--- src/avcc_pkg.sv ---
// avcc_pkg: shared types and codes for the avcc to annex b converter
// used by avcc_parse, avcc_emit and the top level; no dependencies
package avcc_pkg;

  // result status codes
  localparam logic [2:0] ST_DATA      = 3'd0;
  localparam logic [2:0] ST_END_OK    = 3'd1;
  localparam logic [2:0] ST_BAD_VER   = 3'd2;
  localparam logic [2:0] ST_TRUNC_REC = 3'd3;
  localparam logic [2:0] ST_TRUNC_PAY = 3'd4;

  // input word kinds
  localparam logic KIND_RECORD  = 1'b0;
  localparam logic KIND_PAYLOAD = 1'b1;

  // fixed widths
  localparam int ACC_W = 32;

  // parser phases, one-hot
  typedef enum logic [13:0] {
    PH_REC_FIRST = 14'b00000000000001,
    PH_REC_HDR   = 14'b00000000000010,
    PH_SPS_HI    = 14'b00000000000100,
    PH_SPS_LO    = 14'b00000000001000,
    PH_SPS_BODY  = 14'b00000000010000,
    PH_PPS_COUNT = 14'b00000000100000,
    PH_PPS_HI    = 14'b00000001000000,
    PH_PPS_LO    = 14'b00000010000000,
    PH_PPS_BODY  = 14'b00000100000000,
    PH_REC_DONE  = 14'b00001000000000,
    PH_REC_PASS  = 14'b00010000000000,
    PH_REC_BAD   = 14'b00100000000000,
    PH_PAY_LEN   = 14'b01000000000000,
    PH_PAY_BODY  = 14'b10000000000000
  } phase_t;

  // everything one input word produces, in output order:
  // start code, then data byte, then end status
  typedef struct packed {
    logic       start;
    logic       data_en;
    logic [7:0] data;
    logic [2:0] end_st;
  } bundle_t;

endpackage

--- src/avcc_parse.sv ---
// avcc_parse: parser state registers and the per-word next-state logic
// depends on avcc_pkg; produces one bundle_t per accepted word
module avcc_parse
  import avcc_pkg::*;
#(
  parameter int MAX_NAL_LENGTH_BITS = 32
) (
  input  logic       clk,
  input  logic       rst,
  input  logic       in_accept,
  input  logic       action,
  input  logic [7:0] data_byte,
  input  logic       last,
  output bundle_t    bundle
);

  localparam int NB = MAX_NAL_LENGTH_BITS;
  localparam logic [ACC_W-1:0] CAP = ACC_W'((64'd1 << NB) - 64'd1);

  phase_t            phase, phase_next;
  logic              avcc_mode, avcc_mode_next;
  logic [2:0]        lfs, lfs_next;
  logic [2:0]        hidx, hidx_next;
  logic [7:0]        sets, sets_next;
  logic [ACC_W-1:0]  acc, acc_next;
  logic [NB-1:0]     rem, rem_next;
  logic [2:0]        seen, seen_next;

  logic [15:0]       rec_len;
  logic [7:0]        sets_dec;
  logic              pps;
  logic              fin;
  logic [ACC_W-1:0]  acc_sh;
  logic [ACC_W-1:0]  sat_len;
  logic [2:0]        seen_inc;
  logic              ok;

  always_comb begin
    phase_next     = phase;
    avcc_mode_next = avcc_mode;
    lfs_next       = lfs;
    hidx_next      = hidx;
    sets_next      = sets;
    acc_next       = acc;
    rem_next       = rem;
    seen_next      = seen;
    bundle         = '0;
    rec_len        = {acc[7:0], data_byte};
    sets_dec       = sets - 8'd1;
    pps            = 1'b0;
    fin            = 1'b0;
    acc_sh         = '0;
    sat_len        = '0;
    seen_inc       = '0;
    ok             = 1'b0;

    if (action == KIND_RECORD) begin
      // a record word abandons an unfinished payload buffer
      if (phase == PH_PAY_LEN || phase == PH_PAY_BODY) begin
        phase_next = PH_REC_FIRST;
      end
      case (phase_next)
        PH_REC_FIRST: begin
          if (data_byte == 8'd0) begin
            avcc_mode_next = 1'b0;
            phase_next     = PH_REC_PASS;
          end else if (data_byte == 8'd1) begin
            avcc_mode_next = 1'b1;
            hidx_next      = 3'd1;
            phase_next     = PH_REC_HDR;
          end else begin
            phase_next = PH_REC_BAD;
          end
        end
        PH_REC_HDR: begin
          if (hidx == 3'd4) begin
            lfs_next = {1'b0, data_byte[1:0]} + 3'd1;
          end
          if (hidx >= 3'd5) begin
            sets_next  = {3'd0, data_byte[4:0]};
            phase_next = (data_byte[4:0] != 5'd0) ? PH_SPS_HI : PH_PPS_COUNT;
          end else begin
            hidx_next = hidx + 3'd1;
          end
        end
        PH_SPS_HI: begin
          acc_next   = ACC_W'(data_byte);
          phase_next = PH_SPS_LO;
        end
        PH_PPS_HI: begin
          acc_next   = ACC_W'(data_byte);
          phase_next = PH_PPS_LO;
        end
        PH_SPS_LO, PH_PPS_LO: begin
          pps          = (phase_next == PH_PPS_LO);
          rem_next     = NB'(rec_len);
          acc_next     = ACC_W'(rec_len);
          bundle.start = 1'b1;
          if (rec_len != 16'd0) begin
            phase_next = pps ? PH_PPS_BODY : PH_SPS_BODY;
          end else begin
            fin = 1'b1;
          end
        end
        PH_SPS_BODY, PH_PPS_BODY: begin
          pps            = (phase_next == PH_PPS_BODY);
          bundle.data_en = 1'b1;
          bundle.data    = data_byte;
          rem_next       = rem - NB'(1);
          if (rem_next == '0) begin
            fin = 1'b1;
          end
        end
        PH_PPS_COUNT: begin
          sets_next  = data_byte;
          phase_next = (data_byte != 8'd0) ? PH_PPS_HI : PH_REC_DONE;
        end
        default: begin
        end
      endcase

      // parameter set finished: next set or next section
      if (fin) begin
        sets_next = sets_dec;
        if (sets_dec != 8'd0) begin
          phase_next = pps ? PH_PPS_HI : PH_SPS_HI;
        end else begin
          phase_next = pps ? PH_REC_DONE : PH_PPS_COUNT;
        end
      end

      if (last) begin
        if (phase_next == PH_REC_DONE || phase_next == PH_REC_PASS) begin
          bundle.end_st = ST_END_OK;
        end else if (phase_next == PH_REC_BAD) begin
          bundle.end_st = ST_BAD_VER;
        end else begin
          bundle.end_st = ST_TRUNC_REC;
        end
        phase_next = PH_REC_FIRST;
      end
    end else begin
      // a payload word abandons an unfinished record
      if (phase != PH_PAY_LEN && phase != PH_PAY_BODY) begin
        phase_next = PH_PAY_LEN;
        seen_next  = 3'd0;
        acc_next   = '0;
      end

      if (!avcc_mode) begin
        bundle.data_en = 1'b1;
        bundle.data    = data_byte;
      end else if (phase_next == PH_PAY_LEN) begin
        acc_sh    = {acc_next[ACC_W-9:0], data_byte};
        seen_inc  = seen_next + 3'd1;
        acc_next  = acc_sh;
        seen_next = seen_inc;
        if (seen_inc >= lfs) begin
          sat_len      = (acc_sh > CAP) ? CAP : acc_sh;
          bundle.start = 1'b1;
          rem_next     = sat_len[NB-1:0];
          acc_next     = '0;
          seen_next    = 3'd0;
          phase_next   = (sat_len != '0) ? PH_PAY_BODY : PH_PAY_LEN;
        end
      end else begin
        bundle.data_en = 1'b1;
        bundle.data    = data_byte;
        rem_next       = rem - NB'(1);
        if (rem_next == '0) begin
          phase_next = PH_PAY_LEN;
        end
      end

      if (last) begin
        ok            = !avcc_mode || (phase_next == PH_PAY_LEN && seen_next == 3'd0);
        bundle.end_st = ok ? ST_END_OK : ST_TRUNC_PAY;
        phase_next    = PH_PAY_LEN;
        seen_next     = 3'd0;
        acc_next      = '0;
      end
    end
  end

  always_ff @(posedge clk) begin
    if (rst) begin
      phase     <= PH_REC_FIRST;
      avcc_mode <= 1'b0;
      lfs       <= 3'd4;
      hidx      <= 3'd0;
      sets      <= 8'd0;
      acc       <= '0;
      rem       <= '0;
      seen      <= 3'd0;
    end else if (in_accept) begin
      phase     <= phase_next;
      avcc_mode <= avcc_mode_next;
      lfs       <= lfs_next;
      hidx      <= hidx_next;
      sets      <= sets_next;
      acc       <= acc_next;
      rem       <= rem_next;
      seen      <= seen_next;
    end
  end

  a_lfs_range: assert property (@(posedge clk) disable iff (rst)
    lfs != 3'd0 && lfs <= 3'd4)
    else $error("length field size out of range");

  a_hidx_range: assert property (@(posedge clk) disable iff (rst)
    hidx <= 3'd5)
    else $error("header index out of range");

  a_body_nonzero: assert property (@(posedge clk) disable iff (rst)
    (phase == PH_PAY_BODY || phase == PH_SPS_BODY || phase == PH_PPS_BODY) |-> rem != '0)
    else $error("body phase with no bytes remaining");

endmodule

--- src/avcc_emit.sv ---
// avcc_emit: result register holding one bundle and serializing it to words
// depends on avcc_pkg; start code, data byte and end status leave in that order
module avcc_emit
  import avcc_pkg::*;
(
  input  logic       clk,
  input  logic       rst,
  input  bundle_t    bundle,
  input  logic       in_valid,
  output logic       in_ready,
  output logic [7:0] m_tdata,
  output logic [2:0] m_tuser,
  output logic       m_tlast,
  output logic       m_tvalid,
  input  logic       m_tready
);

  logic [2:0] start_cnt, start_cnt_next;
  logic       data_pend, data_pend_next;
  logic       end_pend, end_pend_next;
  logic [7:0] data, data_next;
  logic [2:0] end_st, end_st_next;
  logic [2:0] words_left;
  logic       take;

  assign words_left = start_cnt + {2'd0, data_pend} + {2'd0, end_pend};
  assign m_tvalid   = (words_left != 3'd0);
  assign m_tlast    = (words_left == 3'd1);
  assign take       = m_tvalid && m_tready;
  assign in_ready   = !m_tvalid || (take && m_tlast);

  always_comb begin
    m_tdata = 8'd0;
    m_tuser = ST_DATA;
    if (start_cnt != 3'd0) begin
      m_tdata = (start_cnt == 3'd1) ? 8'd1 : 8'd0;
    end else if (data_pend) begin
      m_tdata = data;
    end else begin
      m_tuser = end_st;
    end
  end

  always_comb begin
    start_cnt_next = start_cnt;
    data_pend_next = data_pend;
    end_pend_next  = end_pend;
    data_next      = data;
    end_st_next    = end_st;
    if (take) begin
      if (start_cnt != 3'd0) begin
        start_cnt_next = start_cnt - 3'd1;
      end else if (data_pend) begin
        data_pend_next = 1'b0;
      end else begin
        end_pend_next = 1'b0;
      end
    end
    if (in_valid && in_ready) begin
      start_cnt_next = bundle.start ? 3'd4 : 3'd0;
      data_pend_next = bundle.data_en;
      end_pend_next  = (bundle.end_st != ST_DATA);
      data_next      = bundle.data;
      end_st_next    = bundle.end_st;
    end
  end

  always_ff @(posedge clk) begin
    if (rst) begin
      start_cnt <= 3'd0;
      data_pend <= 1'b0;
      end_pend  <= 1'b0;
    end else begin
      start_cnt <= start_cnt_next;
      data_pend <= data_pend_next;
      end_pend  <= end_pend_next;
    end
    data   <= data_next;
    end_st <= end_st_next;
  end

  a_start_range: assert property (@(posedge clk) disable iff (rst)
    start_cnt <= 3'd4)
    else $error("start code counter out of range");

  a_status_last: assert property (@(posedge clk) disable iff (rst)
    (m_tvalid && m_tuser != ST_DATA) |-> m_tlast)
    else $error("end status not the final word of its bundle");

  a_more_follow: assert property (@(posedge clk) disable iff (rst)
    (m_tvalid && m_tready && !m_tlast) |=> m_tvalid)
    else $error("bundle dropped before its final word");

endmodule

--- src/avcc_to_annexb_converter_unit.sv ---
// avcc_to_annexb_converter_unit: top level of the avcc to annex b converter
// depends on avcc_pkg, avcc_parse and avcc_emit
//
//  channel | dir | tdata          | tuser               | tlast
//  --------+-----+----------------+---------------------+---------------------
//  s_*     | in  | [7:0] data     | [0] action          | last byte of buffer
//          |     |                | 0 record, 1 payload |
//  m_*     | out | [7:0] out byte | [2:0] status        | last word of a bundle
//
// one input word per cycle when it produces at most one output word and m_tready stays high
// a word that opens a nal produces 4 start code words, so s_tready drops
// while the output serializer drains that bundle
// the state update happens in the accept cycle, results sit in one bundle register
// rst is synchronous active high and needs no clearing pass
// m_tready low holds the bundle and, once it is not draining, holds s_tready low
module avcc_to_annexb_converter_unit
  import avcc_pkg::*;
#(
  parameter int MAX_NAL_LENGTH_BITS = 32
) (
  input  logic       clk,
  input  logic       rst,
  // input stream
  input  logic       s_tvalid,
  output logic       s_tready,
  input  logic [7:0] s_tdata,   // [7:0] data_byte
  input  logic       s_tuser,   // [0] action
  input  logic       s_tlast,
  // output stream
  output logic       m_tvalid,
  input  logic       m_tready,
  output logic [7:0] m_tdata,   // [7:0] out_byte
  output logic [2:0] m_tuser,   // [2:0] status
  output logic       m_tlast
);

  bundle_t bundle;
  logic    in_accept;

  // a word is taken whenever the result register is empty or draining its last word
  assign in_accept = s_tvalid && s_tready;

  // parser: state registers and per-word next state
  avcc_parse #(
    .MAX_NAL_LENGTH_BITS(MAX_NAL_LENGTH_BITS)
  ) u_parse (
    .clk       (clk),
    .rst       (rst),
    .in_accept (in_accept),
    .action    (s_tuser),
    .data_byte (s_tdata),
    .last      (s_tlast),
    .bundle    (bundle)
  );

  // result register and word serializer
  avcc_emit u_emit (
    .clk      (clk),
    .rst      (rst),
    .bundle   (bundle),
    .in_valid (s_tvalid),
    .in_ready (s_tready),
    .m_tdata  (m_tdata),
    .m_tuser  (m_tuser),
    .m_tlast  (m_tlast),
    .m_tvalid (m_tvalid),
    .m_tready (m_tready)
  );

endmodule

--- config.mk ---
export PLATFORM = sky130hd
export DESIGN_NAME = avcc_to_annexb_converter_unit
export DESIGN_NICKNAME = d
export VERILOG_FILES = /design/src/avcc_pkg.sv /design/src/avcc_parse.sv /design/src/avcc_emit.sv /design/src/avcc_to_annexb_converter_unit.sv
export SDC_FILE = /design/constraint.sdc
export NUM_CORES = 1
export LEC_CHECK = 0
export CORE_MARGIN = 3
export CORE_UTILIZATION = 50
export CTS_CLUSTER_DIAMETER = 200
export CTS_CLUSTER_SIZE = 25
export DETAILED_ROUTE_END_ITERATION = 10
export DONT_BUFFER_PORTS = 1
export GPL_TIMING_DRIVEN = 0
export PLACE_DENSITY = 0.68
export SETUP_SLACK_MARGIN = 0.5
export SLEW_MARGIN = 20
export SYNTH_ARGS = -nofsm -noshare
export SYNTH_HDL_FRONTEND = slang
export SYNTH_SLANG_ARGS = --single-unit
--- constraint.sdc ---
create_clock -name clk -period 3.65 [get_ports clk]
set_clock_uncertainty 0.05 [all_clocks]
set_input_delay 0.5475 -clock clk [delete_from_list [all_inputs] [get_ports clk]]
set_output_delay 0.5475 -clock clk [all_outputs]
set_load 0.03 [all_outputs]
==> flow_summary_export.csv <==
group,metric,value,unit
timing,drv_slew,0,
floorplanning,die-area,0.0147,sq mm
placed_design,gp_congestion,1.04,
clock_network,hold_buffers,0,
synth,synth.most_common_cell,"nor2_1",
clock_network,clkTransAtPathRegs,0.07,ns
timing,hold_viol,0,
synth,ys_ff_latch,104,
timing,tns,0,ns
timing,whs,0.280,ns
finish,multi_input_area,0.00527,sq mm
floorplanning,core.rowCount,41,
timing,rsz0062_at_grt,"yes",
worst_hold_path,min_from,"s_tdata[4]",
timing,setup_viol_count_final,0,
timing,min_period,3.45,ns
routing,drt-initial-drc-count,1239,
placed_design,placed_area,0.00708,sq mm
synth,ys_top_cells_by_count,"118 x nor2_1, 93 x dfxtp_1, 82 x nand2_1",
power_and_ir_drop,power.density,573,mW/mm^2
placed_design,dpl.hpwl,17100,um
floorplanning,die_w,121,um
synth,yosys.area.top_type_share,0.280,
power_and_ir_drop,finalPower,5.35,mW
worst_setup_path,cp.required,3.69,ns
clock_network,cts_htree_levels,3,
routing,wire_per_inst,23.6,um
timing,min_period_over_period,0.945,
synth,syn_inst,863,
synth,syn_area,0.00666,sq mm
worst_setup_path,max_stage_delay,0.52,ns
worst_setup_path,rr_worst_depth,14,
finish,final_area,0.00934,sq mm
timing,max_freq,290,MHz
run,drv_cap,0,
floorplanning,start_util,0.519,
clock_network,cts_tree,"built",
synth,synth_edf_count,11,
clock_network,cts_buffers,9,
finish,drive_above_1_share,0.343,
routing,vias_per_cell,6.83,
synth,synth_top_area_cell,"dfxtp_1",
synth,avgSynthCellArea,7.71,sq um
placed_design,io_buffers,0,
worst_hold_path,hold_path.class,"in -> reg",
finish,fillerInstances,931,
global_routing,grt_pass1_wl,38800,um
routing,dr.pass1.iters,6,
worst_setup_path,path_max_fanout,4,
worst_setup_path,cp-startpoint,"u_parse.phase[9]",
global_routing,groute.usage.overall,0.341,
floorplanning,die_y,121,um
power_and_ir_drop,leakage,3.48,nW
worst_setup_path,cp-start-kind,"register",
finish,nets,996,
worst_setup_path,worstSetupPathType,"reg -> reg",
worst_setup_path,timing.rr.end,"u_emit.end_st[0]",
worst_setup_path,timing.rr.start,"u_parse.phase[9]",
clock_network,insertion_delay,0.36,ns
routing,num_vias,7785,
clock_network,clockBufferDepth,2,
power_and_ir_drop,ir_worst_vdd,0.000282,V
finish,register_area,0.00220,sq mm
run_status,status,"finished, final reports clean",
global_routing,grt_max_degree,21,
routing,totalWireLength,26900,um
routing,antenna_left,0,
synth,syn-num-nets,896,
floorplanning,num_io_pins,28,
worst_setup_path,arrival,3.49,ns
global_routing,grt_pass1_vias,6978,
timing,worst_slew_pin_slew,0.963,ns
worst_setup_path,slowest_stage,"or4_4",
timing,relSlewSlack,0.356,
worst_setup_path,cp-endpoint,"u_emit.end_st[0]",
synth,synthFlopType,"dfxtp_1",
finish,syn2layout_area_growth,40.4,%
routing,drc,0,
floorplanning,core,0.0128,sq mm
global_routing,antenna_found_initial,0,
worst_setup_path,endpoint_kind,"register",
synth,yosys_warnings,0,
global_routing,grt_overflow,0,
worst_setup_path,crit_chain,"or4_4 > buf_6 > nor3_4 > and2_4 > ha_4 > ha_4 > a21o_1 > buf_4 > a21o_4 > o21a_1 > nor2_2 > a31oi_4 > a31oi_4 > a211oi_2",
synth,ys_types,72,
finish,utilization,0.728,
finish,diodes,0,
clock_network,cts_root_buf,"clkbuf_16",
synth,yosys-top-cells-area,"dfxtp_1 28%, nor2_1 6.7%, edfxtp_1 5.0%",
synth,yosysSeqAreaShare,0.329,
worst_setup_path,rrSetupSlack,0.20,ns
clock_network,numClockSinks,104,
synth,async_flop_share,0,
## power by group
part	switching [mW]	internal, mW	total (mW)
registers	0.111	1.29	1.40
logic	1.78	1.18	2.95
clock network	0.466	0.534	1.00
## kinds of logic (layout without fill, tap and decap cells)
kind of cell	Yosys count	in the layout	share of synthesized area
XOR/XNOR	23	23	0.0303
AO/OA/AOI/OAI	232	232	0.232
AND/OR/NAND/NOR	403	403	0.312
adder cells (fa/ha/maj)	19	19	0.0368
buffers and inverters	74	179	0.0472
multiplexers	8	8	0.0124
flip-flops	104	104	0.329
## worst min path at each step
stage / to / slack [ns] / cells past startpoint
after floorplan: u_parse.seen[1] / 0.41 / 2
final: u_parse.acc[4] / 0.28 / 2
after global routing: u_parse.acc[3] / 0.29 / 2
after global placement: u_parse.seen[1] / 0.43 / 2
after CTS: u_parse.acc[3] / 0.29 / 2
after detailed placement: u_parse.seen[1] / 0.44 / 2
## sequential cells by signal (all words and copies together) (netlist names)
signal             cells
u_parse.rem           32
u_parse.acc           24
u_parse.phase         14
u_emit.data            8
u_parse.sets           8
u_emit.end_st          3
u_emit.start_cnt       3
u_parse.hidx           3
u_parse.lfs            3
u_parse.seen           3
u_emit.data_pend       1
u_emit.end_pend        1
u_parse.avcc_mode      1
## cell type report
type                       instances  area share
multi-input combinational        685       0.564
sequential                       104       0.236
timing repair buffer              89      0.0911
buffer                            55      0.0466
clock buffer                      11      0.0249
tap                              172      0.0230
inverter                          19     0.00844
clock inverter                     5     0.00603
## cells in the final DEF (no fill, tap or decap), drive strengths merged, types with 5 or more instances in the layout
cell / instances
a211oi: 14
xor2: 13
nand2: 82
inv: 19
o21ai: 49
nor4: 32
o31ai: 8
dfxtp: 93
ha: 18
or2: 7
nor3: 41
a221oi: 11
or4: 9
a21oi: 53
nand4b: 5
o2111ai: 5
nor4b: 6
and3: 14
mux2i: 6
or3: 16
edfxtp: 11
a32oi: 5
nor2: 119
and2: 19
nand4: 10
a22oi: 39
nand3: 13
xnor2: 10
nand2b: 8
o211ai: 5
nor2b: 13
a31oi: 7
buf: 111
clkbuf: 44
## stage by stage
| stage | setup WS [ns] | cells |
|---|---|---|
| floorplan | 0.428 | 863 |
| global placement | -0.272 | 1035 |
| detailed placement | -0.308 | 1035 |
| CTS | 0.201 | 1099 |
| global route | 0.0875 | 1140 |
| finish | 0.200 | 1140 |
## critical path: cells and delay by family (launching register included)
family | cells | cell delay [ns]
AO/OA/AOI/OAI | 6 | 1.01
AND/OR/NAND/NOR | 4 | 1.04
buffers and inverters | 2 | 0.29
flip-flops | 1 | 0.37
adder cells (fa/ha/maj) | 2 | 0.41
## metal layers
metal | up-vias | wire length [um] | share of wire | global-route usage
li1 | 3404 | - | - | -
met1 | 3735 | 10500 | 0.39 | 0.474
met2 | 555 | 12000 | 0.45 | 0.518
met3 | 91 | 3420 | 0.13 | 0.0783
met5 | - | 0 | 0 | 0
met4 | 0 | 906 | 0.034 | 0.123
## timing repair
action	CTS	global route
resized for setup	125	171
gates cloned	2	4
setup endpoints to repair	107	88
pin swaps	53	67
setup buffers	46	37
Power figures use the tool's default switching activity.
